**config.mk**
```make
export PLATFORM = sky130hd
export DESIGN_NAME = unicode_transcoder_unit
export DESIGN_NICKNAME = d
export VERILOG_FILES = /design/src/sv/utx_pkg.sv /design/src/sv/utx_front.sv /design/src/sv/utx_fifo.sv /design/src/sv/utx_back.sv /design/src/sv/unicode_transcoder_unit.sv
export SDC_FILE = /design/constraint.sdc
export NUM_CORES = 1
export LEC_CHECK = 0
export BUFFER_PORTS_ARGS = -buffer_cell sky130_fd_sc_hd__buf_2
export CELL_PAD_IN_SITES_DETAIL_PLACEMENT = 0
export CELL_PAD_IN_SITES_GLOBAL_PLACEMENT = 1
export CORE_ASPECT_RATIO = 0.9
export CORE_MARGIN = 2
export CORE_UTILIZATION = 30
export CTS_CLUSTER_SIZE = 8
export DETAILED_ROUTE_END_ITERATION = 10
export PLACE_DENSITY_LB_ADDON = 0.1
export SKIP_CTS_REPAIR_TIMING = 1
export SLEW_MARGIN = 20
export SYNTH_ARGS = -nofsm -noshare
export SYNTH_HDL_FRONTEND = slang
export SYNTH_SLANG_ARGS = --single-unit
```
**constraint.sdc**
```tcl
create_clock -name clock -period 12.04 [get_ports clock]
set_input_delay 0.602 -clock clock [delete_from_list [all_inputs] [get_ports clock]]
set_output_delay 0.602 -clock clock [all_outputs]
set_load 0.005 [all_outputs]
```
**src/sv/utx_pkg.sv**
```systemverilog
// Shared types, codes and helpers for the Unicode transcoder.
package utx_pkg;

   typedef enum logic [1:0] {
      ENC_ASCII = 2'd0,
      ENC_UTF8  = 2'd1,
      ENC_UTF16 = 2'd2,
      ENC_UTF32 = 2'd3
   } enc_type;

   typedef enum logic [1:0] {
      JOB_CHAR = 2'd0,
      JOB_DONE = 2'd1,
      JOB_ERR  = 2'd2
   } job_kind_type;

   localparam logic [7:0] CSR_SOURCE = 8'd0;
   localparam logic [7:0] CSR_TARGET = 8'd1;

   localparam int UNIT_W  = 21;
   localparam int OUT_CNT_W = 32;
   localparam int QUEUE_DEPTH = 4;
   localparam int QUEUE_AW = $clog2(QUEUE_DEPTH);

   localparam logic [20:0] SURR_LO   = 21'h00D800;
   localparam logic [20:0] SURR_HI   = 21'h00DFFF;
   localparam logic [20:0] LOW_SURR  = 21'h00DC00;
   localparam logic [20:0] SUPP_BASE = 21'h010000;
   localparam logic [20:0] CP_MAX    = 21'h10FFFF;
   localparam logic [20:0] ASCII_MAX = 21'h00007F;

   typedef struct packed {
      job_kind_type           kind;
      logic [UNIT_W-1:0]      cp;
      logic [OUT_CNT_W-1:0]   count;
   } job_type;

   function automatic logic bad_point(input logic [UNIT_W-1:0] cp);
      return (cp > CP_MAX) || ((cp >= SURR_LO) && (cp <= SURR_HI));
   endfunction

endpackage

```
**src/sv/utx_front.sv**
```systemverilog
// Front end: sequence assembly, validation and character counting.
module utx_front #(
   parameter int COUNT_WIDTH = 32
) (
   input  logic                clock,
   input  logic                reset,
   input  logic                accept,
   input  logic [31:0]         code_unit,
   input  utx_pkg::enc_type    source_enc,
   input  utx_pkg::enc_type    target_enc,
   input  logic                source_write,
   output logic                push,
   output utx_pkg::job_type    push_job
);

   logic [2:0]              expected_ff, expected_in;
   logic [2:0]              seen_ff, seen_in;
   logic [20:0]             accum_ff, accum_in;
   logic [COUNT_WIDTH-1:0]  count_ff, count_in;
   logic                    drop_ff, drop_in;

   logic        do_fail, fail_drop, do_finish;
   logic [20:0] fin_cp;
   logic [20:0] acc_cat;
   logic [2:0]  seen_inc;
   logic [20:0] min_cp;
   logic [63:0] count_ext;

   assign count_ext = 64'(count_ff);
   assign acc_cat   = {accum_ff[14:0], code_unit[5:0]};
   assign seen_inc  = seen_ff + 3'd1;

   always_comb begin
      case (expected_ff)
         3'd2:    min_cp = 21'h000080;
         3'd3:    min_cp = 21'h000800;
         default: min_cp = utx_pkg::SUPP_BASE;
      endcase
   end

   always_comb begin
      expected_in = expected_ff;
      seen_in     = seen_ff;
      accum_in    = accum_ff;
      count_in    = count_ff;
      drop_in     = drop_ff;
      push        = 1'b0;
      push_job    = '{kind: utx_pkg::JOB_CHAR, cp: '0, count: '0};
      do_fail     = 1'b0;
      fail_drop   = 1'b1;
      do_finish   = 1'b0;
      fin_cp      = code_unit[20:0];

      if (accept) begin
         if (code_unit == 32'd0) begin
            if (drop_ff) begin
               drop_in     = 1'b0;
               expected_in = '0;
               seen_in     = '0;
               accum_in    = '0;
               count_in    = '0;
            end else if (seen_ff != 3'd0) begin
               do_fail   = 1'b1;
               fail_drop = 1'b0;
            end else begin
               push     = 1'b1;
               push_job = '{kind: utx_pkg::JOB_DONE, cp: '0, count: count_ext[31:0]};
               count_in = '0;
            end
         end else if (!drop_ff) begin
            case (source_enc)
               utx_pkg::ENC_ASCII: begin
                  if (code_unit > 32'h7F) do_fail = 1'b1;
                  else do_finish = 1'b1;
               end
               utx_pkg::ENC_UTF8: begin
                  if (code_unit > 32'hFF) begin
                     do_fail = 1'b1;
                  end else if (seen_ff == 3'd0) begin
                     if (code_unit[7:0] <= 8'h7F) begin
                        do_finish = 1'b1;
                     end else if (code_unit[7:0] <= 8'hBF || code_unit[7:0] >= 8'hF8) begin
                        do_fail = 1'b1;
                     end else begin
                        seen_in = 3'd1;
                        if (code_unit[7:0] <= 8'hDF) begin
                           expected_in = 3'd2;
                           accum_in    = {16'd0, code_unit[4:0]};
                        end else if (code_unit[7:0] <= 8'hEF) begin
                           expected_in = 3'd3;
                           accum_in    = {17'd0, code_unit[3:0]};
                        end else begin
                           expected_in = 3'd4;
                           accum_in    = {18'd0, code_unit[2:0]};
                        end
                     end
                  end else if (code_unit[7:6] != 2'b10) begin
                     do_fail = 1'b1;
                  end else if (seen_inc < expected_ff) begin
                     accum_in = acc_cat;
                     seen_in  = seen_inc;
                  end else if (acc_cat < min_cp) begin
                     do_fail = 1'b1;
                  end else begin
                     do_finish = 1'b1;
                     fin_cp    = acc_cat;
                  end
               end
               utx_pkg::ENC_UTF16: begin
                  if (code_unit > 32'hFFFF) begin
                     do_fail = 1'b1;
                  end else if (seen_ff == 3'd0) begin
                     if (code_unit[15:10] == 6'b110110) begin
                        accum_in    = {11'd0, code_unit[9:0]};
                        expected_in = 3'd2;
                        seen_in     = 3'd1;
                     end else if (code_unit[15:10] == 6'b110111) begin
                        do_fail = 1'b1;
                     end else begin
                        do_finish = 1'b1;
                     end
                  end else if (code_unit[15:10] != 6'b110111) begin
                     do_fail = 1'b1;
                  end else begin
                     do_finish = 1'b1;
                     fin_cp    = {1'b0, accum_ff[9:0], code_unit[9:0]} + utx_pkg::SUPP_BASE;
                  end
               end
               default: begin
                  if (code_unit > 32'h0010FFFF) do_fail = 1'b1;
                  else do_finish = 1'b1;
               end
            endcase
         end
      end

      if (do_finish) begin
         expected_in = '0;
         seen_in     = '0;
         accum_in    = '0;
         if (utx_pkg::bad_point(fin_cp) ||
             (target_enc == utx_pkg::ENC_ASCII && fin_cp > utx_pkg::ASCII_MAX)) begin
            do_fail = 1'b1;
         end else begin
            push     = 1'b1;
            push_job = '{kind: utx_pkg::JOB_CHAR, cp: fin_cp, count: '0};
            count_in = count_ff + 1'b1;
         end
      end

      if (do_fail) begin
         push        = 1'b1;
         push_job    = '{kind: utx_pkg::JOB_ERR, cp: '0, count: count_ext[31:0]};
         count_in    = '0;
         expected_in = '0;
         seen_in     = '0;
         accum_in    = '0;
         drop_in     = fail_drop;
      end

      if (source_write) begin
         expected_in = '0;
         seen_in     = '0;
         accum_in    = '0;
      end
   end

   always_ff @(posedge clock) begin
      if (reset) begin
         expected_ff <= '0;
         seen_ff     <= '0;
         accum_ff    <= '0;
         count_ff    <= '0;
         drop_ff     <= 1'b0;
      end else begin
         expected_ff <= expected_in;
         seen_ff     <= seen_in;
         accum_ff    <= accum_in;
         count_ff    <= count_in;
         drop_ff     <= drop_in;
      end
   end

endmodule

```
**src/sv/utx_fifo.sv**
```systemverilog
// Short job queue between the front end and the encoder.
module utx_fifo (
   input  logic             clock,
   input  logic             reset,
   input  logic             push,
   input  utx_pkg::job_type push_job,
   input  logic             pop,
   output logic             full,
   output logic             empty,
   output utx_pkg::job_type head_job
);

   utx_pkg::job_type mem [utx_pkg::QUEUE_DEPTH];

   logic [utx_pkg::QUEUE_AW-1:0] wr_ptr_ff, wr_ptr_in;
   logic [utx_pkg::QUEUE_AW-1:0] rd_ptr_ff, rd_ptr_in;
   logic [utx_pkg::QUEUE_AW:0]   fill_ff, fill_in;

   assign full     = (fill_ff == (utx_pkg::QUEUE_AW+1)'(utx_pkg::QUEUE_DEPTH));
   assign empty    = (fill_ff == '0);
   assign head_job = mem[rd_ptr_ff];

   always_comb begin
      wr_ptr_in = push ? wr_ptr_ff + 1'b1 : wr_ptr_ff;
      rd_ptr_in = pop  ? rd_ptr_ff + 1'b1 : rd_ptr_ff;
      fill_in   = fill_ff;
      if (push && !pop) fill_in = fill_ff + 1'b1;
      else if (pop && !push) fill_in = fill_ff - 1'b1;
   end

   always_ff @(posedge clock) begin
      if (push) mem[wr_ptr_ff] <= push_job;
   end

   always_ff @(posedge clock) begin
      if (reset) begin
         wr_ptr_ff <= '0;
         rd_ptr_ff <= '0;
         fill_ff   <= '0;
      end else begin
         wr_ptr_ff <= wr_ptr_in;
         rd_ptr_ff <= rd_ptr_in;
         fill_ff   <= fill_in;
      end
   end

endmodule

```
**src/sv/utx_back.sv**
```systemverilog
// Back end: target encoding and registered result output.
module utx_back (
   input  logic             clock,
   input  logic             reset,
   input  utx_pkg::enc_type target_enc,
   input  logic             head_valid,
   input  utx_pkg::job_type head_job,
   output logic             pop,
   output logic             rsp_tvalid,
   input  logic             rsp_tready,
   output logic [55:0]      rsp_tdata,
   output logic             rsp_tlast,
   output logic [1:0]       rsp_tuser
);

   logic [1:0]  idx_ff, idx_in;
   logic        valid_ff, valid_in;
   logic [20:0] unit_ff, unit_in;
   logic [31:0] count_ff, count_in;
   logic        last_ff, last_in;
   logic [1:0]  user_ff, user_in;

   logic [20:0] units [4];
   logic [1:0]  last_idx;
   logic [20:0] cp;
   logic [20:0] supp;
   logic        load;

   assign cp   = head_job.cp;
   assign supp = cp - utx_pkg::SUPP_BASE;

   always_comb begin
      units[0] = cp;
      units[1] = '0;
      units[2] = '0;
      units[3] = '0;
      last_idx = 2'd0;
      if (head_job.kind == utx_pkg::JOB_CHAR) begin
         case (target_enc)
            utx_pkg::ENC_UTF8: begin
               if (cp <= 21'h7F) begin
                  units[0] = cp;
               end else if (cp <= 21'h7FF) begin
                  units[0] = {13'd0, 3'b110, cp[10:6]};
                  units[1] = {13'd0, 2'b10, cp[5:0]};
                  last_idx = 2'd1;
               end else if (cp <= 21'hFFFF) begin
                  units[0] = {13'd0, 4'b1110, cp[15:12]};
                  units[1] = {13'd0, 2'b10, cp[11:6]};
                  units[2] = {13'd0, 2'b10, cp[5:0]};
                  last_idx = 2'd2;
               end else begin
                  units[0] = {13'd0, 5'b11110, cp[20:18]};
                  units[1] = {13'd0, 2'b10, cp[17:12]};
                  units[2] = {13'd0, 2'b10, cp[11:6]};
                  units[3] = {13'd0, 2'b10, cp[5:0]};
                  last_idx = 2'd3;
               end
            end
            utx_pkg::ENC_UTF16: begin
               if (cp > 21'hFFFF) begin
                  units[0] = utx_pkg::SURR_LO  | {11'd0, supp[19:10]};
                  units[1] = utx_pkg::LOW_SURR | {11'd0, supp[9:0]};
                  last_idx = 2'd1;
               end
            end
            default: units[0] = cp;
         endcase
      end else begin
         units[0] = '0;
      end
   end

   assign load = head_valid && (!valid_ff || rsp_tready);
   assign pop  = load && (idx_ff == last_idx);

   always_comb begin
      idx_in   = idx_ff;
      valid_in = valid_ff;
      unit_in  = unit_ff;
      count_in = count_ff;
      last_in  = last_ff;
      user_in  = user_ff;
      if (load) begin
         valid_in = 1'b1;
         unit_in  = units[idx_ff];
         last_in  = (idx_ff == last_idx);
         count_in = (head_job.kind == utx_pkg::JOB_CHAR) ? 32'd0 : head_job.count;
         user_in  = {head_job.kind == utx_pkg::JOB_ERR, head_job.kind == utx_pkg::JOB_DONE};
         idx_in   = (idx_ff == last_idx) ? 2'd0 : idx_ff + 2'd1;
      end else if (rsp_tready) begin
         valid_in = 1'b0;
      end
   end

   always_ff @(posedge clock) begin
      if (reset) begin
         idx_ff   <= '0;
         valid_ff <= 1'b0;
      end else begin
         idx_ff   <= idx_in;
         valid_ff <= valid_in;
      end
   end

   always_ff @(posedge clock) begin
      unit_ff  <= unit_in;
      count_ff <= count_in;
      last_ff  <= last_in;
      user_ff  <= user_in;
   end

   assign rsp_tvalid = valid_ff;
   assign rsp_tdata  = {3'd0, count_ff, unit_ff};
   assign rsp_tlast  = last_ff;
   assign rsp_tuser  = user_ff;

endmodule

```
**src/sv/unicode_transcoder_unit.sv**
```systemverilog
// Unicode transcoder top level: config registers, front end, job queue, encoder.
// Path: a code unit is written into the job queue, then into the output register.
// Throughput: one code unit per cycle unless the four-entry job queue is full;
//   a character with n target units holds the encoder; the queue absorbs the burst.
// Reset: synchronous, active high; source UTF-8, target UTF-16, no partial
//   sequence, count zero, queue and output register empty.
module unicode_transcoder_unit #(
   parameter int COUNT_WIDTH = 32
) (
   input  logic        clock,
   input  logic        reset,
   input  logic        req_tvalid,
   output logic        req_tready,
   input  logic [31:0] req_tdata,   // [31:0] code_unit
   output logic        rsp_tvalid,
   input  logic        rsp_tready,
   output logic [55:0] rsp_tdata,   // [20:0] out_unit, [52:21] char_count, rest zero
   output logic        rsp_tlast,   // char_end
   output logic [1:0]  rsp_tuser,   // [0] done_res, [1] error
   input  logic        csr_valid,
   output logic        csr_ready,
   input  logic [7:0]  csr_index,
   input  logic [1:0]  csr_wdata
);

   utx_pkg::enc_type src_ff, src_in;
   utx_pkg::enc_type tgt_ff, tgt_in;

   logic             csr_write;
   logic             source_write;
   logic             accept;
   logic             push, pop, full, empty;
   utx_pkg::job_type push_job, head_job;

   assign csr_ready    = 1'b1;
   assign csr_write    = csr_valid && csr_ready;
   assign source_write = csr_write && (csr_index == utx_pkg::CSR_SOURCE);
   assign req_tready   = !full;
   assign accept       = req_tvalid && req_tready;

   always_comb begin
      src_in = src_ff;
      tgt_in = tgt_ff;
      if (source_write) src_in = utx_pkg::enc_type'(csr_wdata);
      if (csr_write && csr_index == utx_pkg::CSR_TARGET) tgt_in = utx_pkg::enc_type'(csr_wdata);
   end

   always_ff @(posedge clock) begin
      if (reset) begin
         src_ff <= utx_pkg::ENC_UTF8;
         tgt_ff <= utx_pkg::ENC_UTF16;
      end else begin
         src_ff <= src_in;
         tgt_ff <= tgt_in;
      end
   end

   utx_front #(
      .COUNT_WIDTH(COUNT_WIDTH)
   ) u_front (
      .clock       (clock),
      .reset       (reset),
      .accept      (accept),
      .code_unit   (req_tdata),
      .source_enc  (src_ff),
      .target_enc  (tgt_ff),
      .source_write(source_write),
      .push        (push),
      .push_job    (push_job)
   );

   utx_fifo u_fifo (
      .clock   (clock),
      .reset   (reset),
      .push    (push),
      .push_job(push_job),
      .pop     (pop),
      .full    (full),
      .empty   (empty),
      .head_job(head_job)
   );

   utx_back u_back (
      .clock     (clock),
      .reset     (reset),
      .target_enc(tgt_ff),
      .head_valid(!empty),
      .head_job  (head_job),
      .pop       (pop),
      .rsp_tvalid(rsp_tvalid),
      .rsp_tready(rsp_tready),
      .rsp_tdata (rsp_tdata),
      .rsp_tlast (rsp_tlast),
      .rsp_tuser (rsp_tuser)
   );

endmodule
```
-- Yosys cells after proc, flatten, opt, wreduce, memory -nomap -nowiden
Memories as Yosys holds them, arrays and structs flattened. A register that Yosys moved wholly into a read port is not among the register bits.
Index checks and enable logic that the tools add are counted.
- order comparisons: 20
- bitwise gates (word level): 1
- reduce and logical (&&, ||, !) cells: 36
- equal/unequal tests: 28
- add/sub/neg operators: 9
- mux-type cells: 148
- operator list (cell ; count):
    2-to-1 mux 55 bit ; 6
    2-to-1 mux 21 bit ; 15
    2-to-1 mux 32 bit ; 6
    2-to-1 mux 15 bit ; 12
    2-to-1 mux 42 bit ; 4
    2-to-1 mux 63 bit ; 2
    one-hot mux 21 bit (2 select lines) ; 3
    2-to-1 mux 3 bit ; 25
    2-to-1 mux 1 bit ; 56
    2-to-1 mux 54 bit ; 1
    2-to-1 mux 47 bit ; 1
    binary-select mux 21 bit (select 2 bit) ; 1
    <= comparator 21 x 16 -> 1 bit, second input constant ; 2
    one-hot mux 17 bit (2 select lines) ; 1
    adder 32 x 1 -> 32 bit, second input constant ; 1
    greater-than comparator 32 x 16 -> 1 bit, second input constant ; 1
    greater-than comparator 32 x 21 -> 1 bit, second input constant ; 1
    greater-than comparator 32 x 7 -> 1 bit, second input constant ; 1
    greater-than comparator 32 x 8 -> 1 bit, second input constant ; 1
    zero test 32 bit ; 1
    one-hot mux 15 bit (2 select lines) ; 1
    <= comparator 8 bit, second input constant ; 3
    adder 20 x 17 -> 21 bit, second input constant ; 1
    >= comparator 21 x 16 -> 1 bit, second input constant ; 1
    50 further kinds ; 95
- flip-flop bits (word level): 124
- bits of input ports: 47
- RAM bits: 220
- memories kept: 1
- output and inout port bits: 62
- logic and storage cells: 259
- memories (memory ; depth ; bits a word ; read ports ; clocked after memory_dff ; write ports ; line ; text):
    u_fifo.mem ; 4 ; 55 ; 1 ; 1 ; 1 ; utx_fifo.sv:13 ; utx_pkg::job_type mem [utx_pkg::QUEUE_DEPTH];

-- Logic depth before layout (Yosys ltp)
Gate-level depths: netlist (run 1).
- word-level depth: 23
- depth in mapped cells: 21
- depth with buffers taken out: 18

-- By module
From an unflattened synthesis (run 1), not the netlist that was laid out.
- cells, all modules: 1348
- area, all modules: 17123.9 µm²
- modules (own cells, without submodules) (module ; times used ; area each (µm²) ; seq. area each (µm²) ; cells an instance):
    utx_fifo ; 1 ; 8434.3 ; 6786.5 ; 331
    utx_front ; 1 ; 4898.4 ; 1081.0 ; 633
    utx_back ; 1 ; 3544.6 ; 1741.7 ; 358
    unicode_transcoder_unit ; 1 ; 246.5 ; 80.1 ; 26

-- Worst setup path after synthesis (run 1)
OpenSTA, ideal clock, no wires.
- path type: input to register
- from: input port req_tdata[25]
- to: memory u_fifo.mem[0][0] (netlist bit), enable pin
- path buffers: 1
- library setup time: 418 ps
- slack: 7352 ps
- data required time: 11622 ps
- arrival: 4270 ps
- stages: 10
- path through: or4_4 -> nor3b_4 -> nand3_4 -> nor3_4 -> inv_2 -> and2_1 -> a41o_1 -> clkbuf_1 -> nand3_1 -> and2_1
- word-level cells in the longest chain between the ends: 15
- elaborated cells between the ends (all ways): 44
- those cells by class: order compare (8); mux (31); reduce/logical (5)
- ends and longest elaborated chain (what ; line ; text):
    from (decl) ; unicode_transcoder_unit.sv:14 ; input logic [31:0] req_tdata,
    greater-than comparator 32 x 16 -> 1 bit or greater-than comparator 32 x 8 -> 1 bit (tied branches) ; utx_front.sv:110, utx_front.sv:77 ;
    2-to-1 mux 21 bit, on equally long branches ; utx_front.sv:110, utx_front.sv:77 ;
    one-hot mux 21 bit (2 select lines) ; utx_front.sv:71 ; case (source_enc)
    2-to-1 mux 21 bit ; utx_front.sv:70 ; end else if (!drop_ff) begin
    2-to-1 mux 21 bit ; utx_front.sv:55 ; if (code_unit == 32'd0) begin
    2-to-1 mux 21 bit ; utx_front.sv:54 ; if (accept) begin
    >= comparator 21 x 16 -> 1 bit or <= comparator 21 x 16 -> 1 bit (tied branches) ; utx_pkg.sv:39 ; return (cp > CP_MAX) || ((cp >= SURR_LO) && (cp <= SURR_HI));
    logical AND 1 bit ; utx_pkg.sv:39 ;
    logical OR 1 bit ; utx_pkg.sv:39 ;
    logical OR 1 bit ; utx_front.sv:141 ; if (utx_pkg::bad_point(fin_cp) ||
    2-to-1 mux 1 bit ; utx_front.sv:141 ;
    2-to-1 mux 1 bit ; utx_front.sv:137 ; if (do_finish) begin
    2-to-1 mux 1 bit * ; utx_front.sv:151 ; if (do_fail) begin
    named net push ; unicode_transcoder_unit.sv:32 ; logic push, pop, full, empty;
    2-to-1 mux 1 bit * ; utx_fifo.sv:32 ; if (push) mem[wr_ptr_ff] <= push_job;
    2-to-1 mux 1 bit (not written as such) * ; utx_fifo.sv:32 ;
    to (decl) ; utx_fifo.sv:13 ;
Mark *: on every way through the listed nets, which the timed path passes. The rest lies on a longest branch.

==> impl_metrics.yaml, run 1 <==
run_status:
  run_status: "finished clean"
routing:
  drc: 0
  avgViaCountPerCell: 5.14
  drt-total-wl_um: 44700
  drtIter0Drc: 852
  first_pass_iters: 5
  vias: 11100
  wl_per_cell_um: 20.7
  ant_nets: 0
final_layout:
  final_layout_size_suffix_gt1_share_pct: 18.7
  nets: 1485
  antenna_cells: 0
  utilization_pct: 35.3
  areaGrowthSynthToFinish_pct: 16.8
synth:
  synth.distinct_cells: 85
  yosys.area.top_type_share_pct: 50.8
  ys_top_cells_by_area: "edfxtp_1 (51%), dfxtp_1 (8.6%), mux4_2 (7.6%)"
  netlist_instances: 1310
  synth_warnings: 0
  syn_area_per_cell_sq_um: 12.5
  synth_most_common_cell: "edfxtp_1"
  synth_top_cells_by_count: "edfxtp_1 (276), nand2_1 (112), nor2_1 (92), dfxtp_1 (70), a21oi_1 (62)"
  async_flop_share_pct: 0
  yosysTopAreaCell: "edfxtp_1"
  synth_edf_count: 276
  synth_seq_cells: 346
  synthFlopType: "edfxtp_1"
  ys_seq_area_share_pct: 59.4
  syn_area_sq_um: 16300
clocking:
  cts_sinks: 346
  cts_tree: "yes"
  clockBufferDepth: 3
  cts-root-buf: "clkbuf_16"
  clk_latency_ps: 600
  numCtsBuffers: 50
  clk_pin_slew_ps: 50
  ctsHtreeMaxLevel: 2
run:
  drv_cap: 0
pwr:
  p_int_w: 0.00263
  peakVddDrop_v: 0.000102
  power_frac_clock_pct: 35.5
  p_comb_share_pct: 22.6
  power_frac_seq_pct: 42.0
  p_switching_w: 0.00111
  sw_frac_of_total_pct: 29.7
  p_leak_nw: 6.51
  power_density_nw_per_um2: 197
grt:
  grt_max_degree: 95
  antenna_found_initial: 1
  grt_first_pass_wirelength_um: 69200
  overflow: 0
  grt_pass1_vias: 11000
  grt.total_usage_pct: 15.9
sta:
  finalSetupViolCount: 0
  fmax_mhz: 175
  fin_skew_ps: 45.1
  drv_slew: 0
  post-route-period-util_pct: 47.4
  worst_hold_slack_ps: 258
  relSlewSlack_pct: 31.5
  worst_pin_slew_ps: 1020
  fin_crit_ps: 5710
  rsz0062_at_grt: "false"
  hold_violations: 0
  setup_tns_ps: 0
min_path:
  min_to: "tgt_ff[1]"
  hold_depth: 3
  hp-class: "input port to register"
  min_from: "csr_wdata[1]"
worst_setup_path:
  startpoint_type: "register"
  crit_type: "register to register"
  r2r_slack_ps: 6330
  arrival_ps: 6240
  reg2reg_depth: 15
  end_kind: "register"
  worstPathRequired_ps: 12570
  r2r_end: "u_fifo.fill_ff[2]"
  path_max_fanout: 28
placement:
  io_buffers: 104
  place_hpwl_um: 29300
  gp_congestion: 0.854
floorplan:
  pin_count: 109
  coreArea_sq_um: 54000
  die_h_um: 225
  dieWidth_um: 250
  num_rows: 81
  die_area_sq_um: 56300
  initial_core_util_pct: 30.2
registers in the layout (all words and copies together) (netlist names), named ones only:
name and flops:
u_front.drop_ff 1, u_front.seen_ff 3, u_fifo.wr_ptr_ff 2, u_front.expected_ff 3
u_back.idx_ff 2, u_fifo.fill_ff 3, u_back.rsp_tlast 1, u_front.count_ff 32
u_back.unit_ff 21, u_back.rsp_tuser 2, u_back.count_ff 32, u_fifo.mem 220
u_fifo.rd_ptr_ff 2, u_front.accum_ff 15, tgt_ff 2, u_back.rsp_tvalid 1
src_ff 2
how the worst max path moves through the flow:
stage / start / endpoint / slack (ps)
global placement: register / u_fifo.fill_ff[2] / 6340
finish: register / u_fifo.fill_ff[2] / 6330
floorplan: req_tdata[25] / u_fifo.mem[0][0] / 7350
detailed placement: register / u_fifo.fill_ff[2] / 6240
CTS: register / u_fifo.fill_ff[2] / 6220
global route: register / u_fifo.fill_ff[2] / 5770
power by group through the flow:
stage,registers (W),clock network [W],logic [W]
after floorplan,0.00159,0,0.000533
after global placement,0.00159,0,0.000867
after detailed placement,0.00160,0,0.000856
after CTS,0.00158,0.00138,0.000858
after global routing,0.00159,0.00142,0.000937
final,0.00157,0.00133,0.000844
layer usage:
metal | track usage, % | wire (um)
met1 | 23.6 | 22400
met2 | 24.0 | 19600
met3 | 2.49 | 1850
met4 | 4.70 | 886
met5 | 0 | 0
final cells by class:
type / instances / area [sq um]
fill: 5303 / 35000
sequential: 346 / 9690
multi-input combinational: 852 / 6130
clock buffer: 89 / 1420
tap: 705 / 882
timing repair buffer: 126 / 686
inverter: 38 / 143
clock inverter: 5 / 92.6
metrics by stage:
step	instance area, sq um	std cells	worst slack (ps)	power (W)
floorplan	16300	1312	7350	0.00212
global placement	17500	2067	6340	0.00246
detailed placement	17500	2067	6240	0.00246
CTS	19000	2161	6220	0.00381
global route	19000	2161	5770	0.00395
finish	19000	2161	6330	0.00374
critical path, cell delays in order, from the launching register on:
cell and delay (ps):
dfxtp_4 720, buf_4 600, mux4_2 670, nor3_1 400, nand3_1 150, a22oi_1 810
a2111oi_0 270, o21ai_0 450, a21oi_1 230, inv_1 100, ha_1 170, inv_1 60
fa_1 370, xor2_1 170, or3_1 310, a21oi_1 140
cells by family (layout without fill, tap and decap cells):
kind of cell | count (synthesis) | after routing | share of synthesized area, %
muxes | 63 | 63 | 8.08
AOI/OAI and AO/OA | 232 | 232 | 9.40
and+or+nand+nor | 520 | 520 | 17.6
DFF | 346 | 346 | 59.4
xor gates and xnor gates | 9 | 9 | 0.483
buffers and inverters | 114 | 258 | 3.14
other | 2 | 4 | 0.0460
adders and majority gates | 24 | 24 | 1.89
placed cells by master, fill, tap and decap left out, types with 13 or more instances in the layout:
| master | n |
|---|---|
| nor2b_1 | 38 |
| buf_4 | 22 |
| nand3_1 | 50 |
| a21oi_1 | 62 |
| nor3_1 | 23 |
| a31oi_1 | 39 |
| mux4_2 | 55 |
| nor4_1 | 13 |
| nand3b_1 | 54 |
| and2_1 | 43 |
| clkbuf_1 | 38 |
| nand2_1 | 112 |
| clkbuf_16 | 51 |
| dfxtp_1 | 68 |
| nor2_1 | 91 |
| edfxtp_1 | 276 |
| ha_1 | 23 |
| and3_1 | 23 |
| inv_1 | 36 |
| o21ai_0 | 28 |
| buf_2 | 104 |
Note: power is estimated with default switching activity, not from simulation.
==> run 2: changes to the inputs <==
==> constraint.sdc (replaced) <==
create_clock -name clock -period 5.8 [get_ports clock]
set_input_delay 0.29 -clock clock [delete_from_list [all_inputs] [get_ports clock]]
set_output_delay 0.29 -clock clock [all_outputs]
set_load 0.005 [all_outputs]
==> run 2 against run 1 <==
The run now ends with hold timing left. Routed wire length is 0.80% lower. Final area is 0.29% higher. Global-route usage is 0.12 points lower. First-iteration DRC count is 13% lower. Sequential power is 110% higher. Combinational power is 110% higher. Via count is 0.27% higher. Die area stayed put. Sequential share of layout area is 0.15 points lower. Clock-buffer cell count is 2 lower. Largest cell class unchanged. Largest power group unchanged.
==> impl_metrics.yaml, run 2 (synthesis gave the netlist of run 1 again) <==
pwr:
  p_leak_nw: 6.52
  peakVddDrop_v: 0.000238
  power_density_nw_per_um2: 402
worst_setup_path:
  r2r-start: "u_front.seen_ff[0]"
  startpoint_type: "register"
  reg2reg_depth: 14
  worstPathRequired_ps: 6320
  path_cells: "inv_1 > ha_1 > nor2b_1 > buf_4 > nor4_1 > nand3_2 > or4_1 > a32oi_1 > and4b_1 > a41oi_2 > nor4_4 > buf_4 > or3b_1 > a31oi_1"
  path_max_fanout: 93
  crit_type: "register to register"
  arrival_ps: 5330
  crit_top_cell: "buf_4"
  slowest_delay_ps: 720
  r2r_slack_ps: 990
  end_kind: "register"
  critPathSlowestCell: "nor4_1"
  r2r_end: "u_front.count_ff[28]"
sta:
  setup_slack_ps: 988
  hold_violations: 2
  fin_skew_ps: 22.3
  fin_crit_ps: 4810
  relSlewSlack_pct: 34.8
  worst_pin_slew_ps: 975
  post-route-period-util_pct: 83.0
  fmax_mhz: 208
  setup_tns_ps: 0
  drv_slew: 0
  rsz0062_at_grt: "false"
  finalSetupViolCount: 0
  worst_hold_slack_ps: -4.64
routing:
  wl_per_cell_um: 20.5
  avgViaCountPerCell: 5.14
  drt-total-wl_um: 44400
  drc: 0
  drtIter0Drc: 739
  ant_nets: 0
  first_pass_iters: 5
  vias: 11100
final_layout:
  layout_common_cells: "edfxtp_1 (276), nand2_1 (112), buf_2 (104), nor2_1 (91), dfxtp_1 (68)"
  nets: 1493
  final_cell_count_no_fill: 2167
  antenna_cells: 0
  layout_commonest_cell: "edfxtp_1"
  largest_reg_flops: 220
  top_regs: "u_fifo.mem x220, u_back.count_ff x32, u_front.count_ff x32"
  final_layout_size_suffix_gt1_share_pct: 18.8
  max_flop_register: "u_fifo.mem"
  areaGrowthSynthToFinish_pct: 17.1
placement:
  dp_cells: 2072
  dp_slack_ps: 1040
  place_hpwl_um: 29900
  gp_congestion: 0.855
  io_buffers: 104
grt:
  grt.total_usage_pct: 15.8
  antenna_found_initial: 2
  grt_max_degree: 94
  overflow: 0
  grt_first_pass_wirelength_um: 68200
  grt_pass1_vias: 11100
floorplan:
  pin_count: 109
  coreArea_sq_um: 54000
  initial_core_util_pct: 30.2
  dieWidth_um: 250
  num_rows: 81
  die_h_um: 225
  die_area_sq_um: 56300
clocking:
  cts_sinks: 346
  cts_tree: "yes"
  numCtsBuffers: 49
  ctsHtreeMaxLevel: 2
  cts-root-buf: "clkbuf_16"
  clk_pin_slew_ps: 50
  clockBufferDepth: 3
  clk_latency_ps: 600
min_path:
  hold_depth: 3
  hp-class: "input port to register"
  min_from: "req_tdata[1]"
  min_to: "u_front.accum_ff[1]"
run:
  drv_cap: 0
run_status:
  run_status: "finished with violations"
  violations: "hold timing"
==> run 2: final cells by class <==
| type | instances | area (sq um) |
|---|---|---|
| inverter | 38 | 143 |
| clock inverter | 4 | 73.8 |
| sequential | 346 | 9690 |
| clock buffer | 87 | 1370 |
| multi-input combinational | 852 | 6140 |
| timing repair buffer | 135 | 801 |
| tap | 705 | 882 |
| fill | 5339 | 34900 |
==> run 2: layer usage <==
metal / GRT usage (%) / part of all wire, % / routed length, um / vias to the layer above
met3: 3.08 / 4.6 / 2040 / 85
met4: 4.70 / 2.5 / 1090 / 0
met1: 22.4 / 48 / 21400 / 5564
met2: 24.6 / 45 / 19800 / 247
li1: - / - / - / 5233
met5: 0 / 0 / 0 / -
==> run 2: through the flow <==
stage | instance area [sq um] | util [%] | power [W]
3_5_place_dp | 17600 | 32.6 | 0.00511
2_1_floorplan | 16300 | - | 0.00440
4_1_cts | 19100 | 35.3 | 0.00784
5_1_grt | 19100 | 35.4 | 0.00813
3_3_place_gp | 17600 | 32.6 | 0.00511
6_report | 19100 | 35.4 | 0.00769
==> run 2: worst max-delay path by stage <==
stage | from | endpoint | slack [ps] | cells past startpoint
floorplan | req_tdata[25] | u_fifo.mem[0][0] | 1420 | 10
global route | u_front.seen_ff[0] | u_front.count_ff[28] | 560 | 14
CTS | u_front.expected_ff[1] | u_fifo.mem[0][7] | 1020 | 14
finish | u_front.seen_ff[0] | u_front.count_ff[28] | 990 | 14
global placement | register | u_fifo.fill_ff[2] | 1010 | 18
detailed placement | u_front.expected_ff[1] | u_fifo.mem[1][1] | 1040 | 14
==> run 2: worst max-delay path: cells and delay by family (launching register included) <==
kind	cells	cell delay [ps]
AND/OR/NAND/NOR	7	2540
flip-flops	1	390
buffers and inverters	3	890
adder cells (fa/ha/maj)	1	210
AO/OA/AOI/OAI	3	680
==> run 2: power breakdown <==
part | leakage (nW) | switching, W | internal, W | total (W)
Clock | 0.677 | 0.00107 | 0.00159 | 0.00267
Combinational | 2.67 | 0.00107 | 0.000692 | 0.00176
Sequential | 3.18 | 0.000133 | 0.00313 | 0.00326
==> run 3: changes to the inputs <==
--- a/config.mk
+++ b/config.mk
@@ -5,6 +5,7 @@
 export SDC_FILE = /design/constraint.sdc
 export NUM_CORES = 1
 export LEC_CHECK = 0
+export ABC_AREA = 1
 export BUFFER_PORTS_ARGS = -buffer_cell sky130_fd_sc_hd__buf_2
 export CELL_PAD_IN_SITES_DETAIL_PLACEMENT = 0
 export CELL_PAD_IN_SITES_GLOBAL_PLACEMENT = 1
==> constraint.sdc (replaced) <==
create_clock -name clock -period 4.56 [get_ports clock]
set_input_delay 0.228 -clock clock [delete_from_list [all_inputs] [get_ports clock]]
set_output_delay 0.228 -clock clock [all_outputs]
set_load 0.005 [all_outputs]
==> run 3 against run 2 <==
The flow still finishes with violations (hold timing). Die area grew 5.6%. Final cell count grew 31%. Critical path type unchanged. Sequential power grew 28%. Sequential cell count is the same. Synthesized cell count grew 46%. Power grew 44%. Critical path depth grew 6. Utilization grew 0.24 points. Synthesized area grew 5.7%.
==> impl_metrics.yaml, run 3 <==
run_status:
  run_status: "finished with violations"
  violations: "hold timing"
synth:
  synth_warnings: 0
  yosysTopAreaCell: "edfxtp_1"
  netlist_instances: 1916
  synth_edf_count: 276
  synth.distinct_cells: 61
  syn_area_per_cell_sq_um: 9.00
  async_flop_share_pct: 0
  ys_top_cells_by_area: "edfxtp_1 (48%), nand2_1 (9.9%), dfxtp_1 (8.1%)"
  synth_top_cells_by_count: "nand2_1 (454), edfxtp_1 (276), nor2_1 (212), inv_1 (207), o21ai_0 (119)"
  ys_seq_area_share_pct: 56.2
  yosys.area.top_type_share_pct: 48.1
  synth_seq_cells: 346
  synthFlopType: "edfxtp_1"
  syn_area_sq_um: 17200
  synth_most_common_cell: "nand2_1"
worst_setup_path:
  path_max_fanout: 26
  crit_top_cell: "nand2_1"
  slowest_delay_ps: 420
  worstPathRequired_ps: 4900
  crit_type: "register to register"
  critPathTopFamily: "simple AND/OR/NAND/NOR gates"
  path_cells: "inv_1 > ha_1 > ha_1 > nand3_1 > nand2_1 > nand2_1 > nor2_4 > nand3_4 > nor2_4 > nand2_1 > o21ai_0 > inv_1 > nand2_1 > nor2_1 > nand2_1 > nand2_2 > nand3_2 > nand2_2 > buf_12 > a21boi_0"
  r2r-start: "u_front.seen_ff[0]"
  arrival_ps: 4490
  r2r_end: "u_fifo.mem[0][1]"
  startpoint_type: "register"
  critPathSlowestCell: "a21boi_0"
  end_kind: "register"
  reg2reg_depth: 20
  r2r_slack_ps: 410
  cp.buffers_inverters: 3
routing:
  drtIter0Drc: 910
  first_pass_iters: 5
  vias: 13500
  drt-total-wl_um: 52700
  wl_per_cell_um: 18.5
  ant_nets: 0
  drc: 0
  avgViaCountPerCell: 4.74
sta:
  hold_violations: 1
  setup_tns_ps: 0
  fmax_mhz: 241
  finalSetupViolCount: 0
  drv_slew: 0
  relSlewSlack_pct: 42.9
  worst_pin_slew_ps: 855
  rsz0062_at_grt: "false"
  fin_crit_ps: 4150
  fin_skew_ps: 25.4
  worst_hold_slack_ps: -12.6
  post-route-period-util_pct: 91.0
min_path:
  hold_depth: 3
  hp-class: "input port to register"
  min_from: "csr_wdata[1]"
  min_to: "src_ff[1]"
clocking:
  cts_tree: "yes"
  cts_sinks: 346
  ctsHtreeMaxLevel: 2
  clk_pin_slew_ps: 50
  numCtsBuffers: 49
  cts-root-buf: "clkbuf_16"
  clk_latency_ps: 610
  clockBufferDepth: 3
run:
  drv_cap: 0
placement:
  dp_cells: 2745
  place_hpwl_um: 36000
  gp_congestion: 0.889
  io_buffers: 104
floorplan:
  dieWidth_um: 257
  die_area_sq_um: 59400
  coreArea_sq_um: 56900
  die_h_um: 231
  initial_core_util_pct: 30.3
  pin_count: 109
  num_rows: 83
final_layout:
  max_flop_register: "u_fifo.mem"
  areaGrowthSynthToFinish_pct: 17.5
  nets: 2110
  top_regs: "u_fifo.mem x220, u_back.count_ff x32, u_front.count_ff x32"
  multi_input_area_sq_um: 6270
  utilization_pct: 35.6
  largest_reg_flops: 220
  seq_area_sq_um: 9690
  layout_common_cells: "nand2_1 (454), edfxtp_1 (276), nor2_1 (212), inv_1 (203), o21ai_0 (119)"
  final_layout_size_suffix_gt1_share_pct: 13.1
  layout_commonest_cell: "nand2_1"
  antenna_cells: 0
  nFillCells: 5920
  final_cell_count_no_fill: 2844
pwr:
  peakVddDrop_v: 0.000301
  p_leak_nw: 8.41
  power_density_nw_per_um2: 547
grt:
  antenna_found_initial: 0
  grt_max_degree: 69
  grt.total_usage_pct: 17.6
  grt_pass1_vias: 13100
  grt_first_pass_wirelength_um: 80800
  overflow: 0
## run 3: changes by cell type after synthesis, moves of 18 or more
cell      delta
o22ai_1     +37
nand2_1    +342
mux4_2      -55
nor2_1     +120
xor2_1      +18
nand3_1     +55
a21oi_1     +51
and2_1      -47
and3_1      -23
a31oi_1     -29
inv_1      +170
nand3b_1    -52
nor2b_1     -38
o21ai_0     +91
## run 3: worst min-delay path, cell delays in order
cell	delay, ps
buf_2	120
o21ai_0	90
a21oi_1	100
## run 3: worst max-delay path by stage
stage,cells past startpoint,end,slack (ps),startpoint
2_1_floorplan,8,u_fifo.fill_ff[1],820,u_fifo.fill_ff[0]
3_3_place_gp,20,u_fifo.mem[0][6],440,u_front.seen_ff[0]
3_5_place_dp,20,u_fifo.mem[3][1],410,u_front.seen_ff[0]
4_1_cts,20,u_fifo.mem[1][1],400,u_front.seen_ff[0]
5_1_grt,20,u_fifo.mem[2][1],70,u_front.seen_ff[0]
6_report,20,u_fifo.mem[0][1],410,u_front.seen_ff[0]
## run 3: metrics by stage
step | worst slack (ps) | cell area (sq um) | hold WS [ps] | total power (W)
after floorplan | 816 | 17300 | 300 | 0.00634
after detailed placement | 406 | 18700 | 483 | 0.00770
after global placement | 439 | 18700 | 474 | 0.00772
after global routing | 67.3 | 20300 | 2.93 | 0.0118
after CTS | 398 | 20200 | -105 | 0.0112
final | 410 | 20300 | -12.6 | 0.0111
## run 3: cell type report
cell class | count | area share [%]
well taps | 765 | 4.72
clock buffers | 88 | 6.87
multi-input cells | 1265 | 30.9
clock inverters | 3 | 0.445
flip-flops and latches | 346 | 47.8
repair buffers | 154 | 5.01
inverters | 223 | 4.17
## run 3: routing by layer
metal	up-vias	track usage [%]	part of all wire, %
met2	241	25.9	42
met3	72	2.50	3.4
li1	6692	-	-
met4	0	5.05	2.2
met1	6469	26.7	52
met5	-	0	0
## run 3: logic make-up (layout without fill, tap and decap cells)
kind of cell	Yosys count	count (layout)	synth area share, %
simple gates	877	877	22.1
flops	346	346	56.2
compound gates	331	331	10.8
buf+inv	307	468	7.60
xor+xnor	29	29	1.47
fa+ha+maj	24	24	1.78
other cells	2	4	0.0435
## run 3: where the power goes
part	internal, W	switching [W]
Clock	0.00206	0.00142
Combinational	0.000999	0.00244
Sequential	0.00402	0.000149
Total	0.00708	0.00401
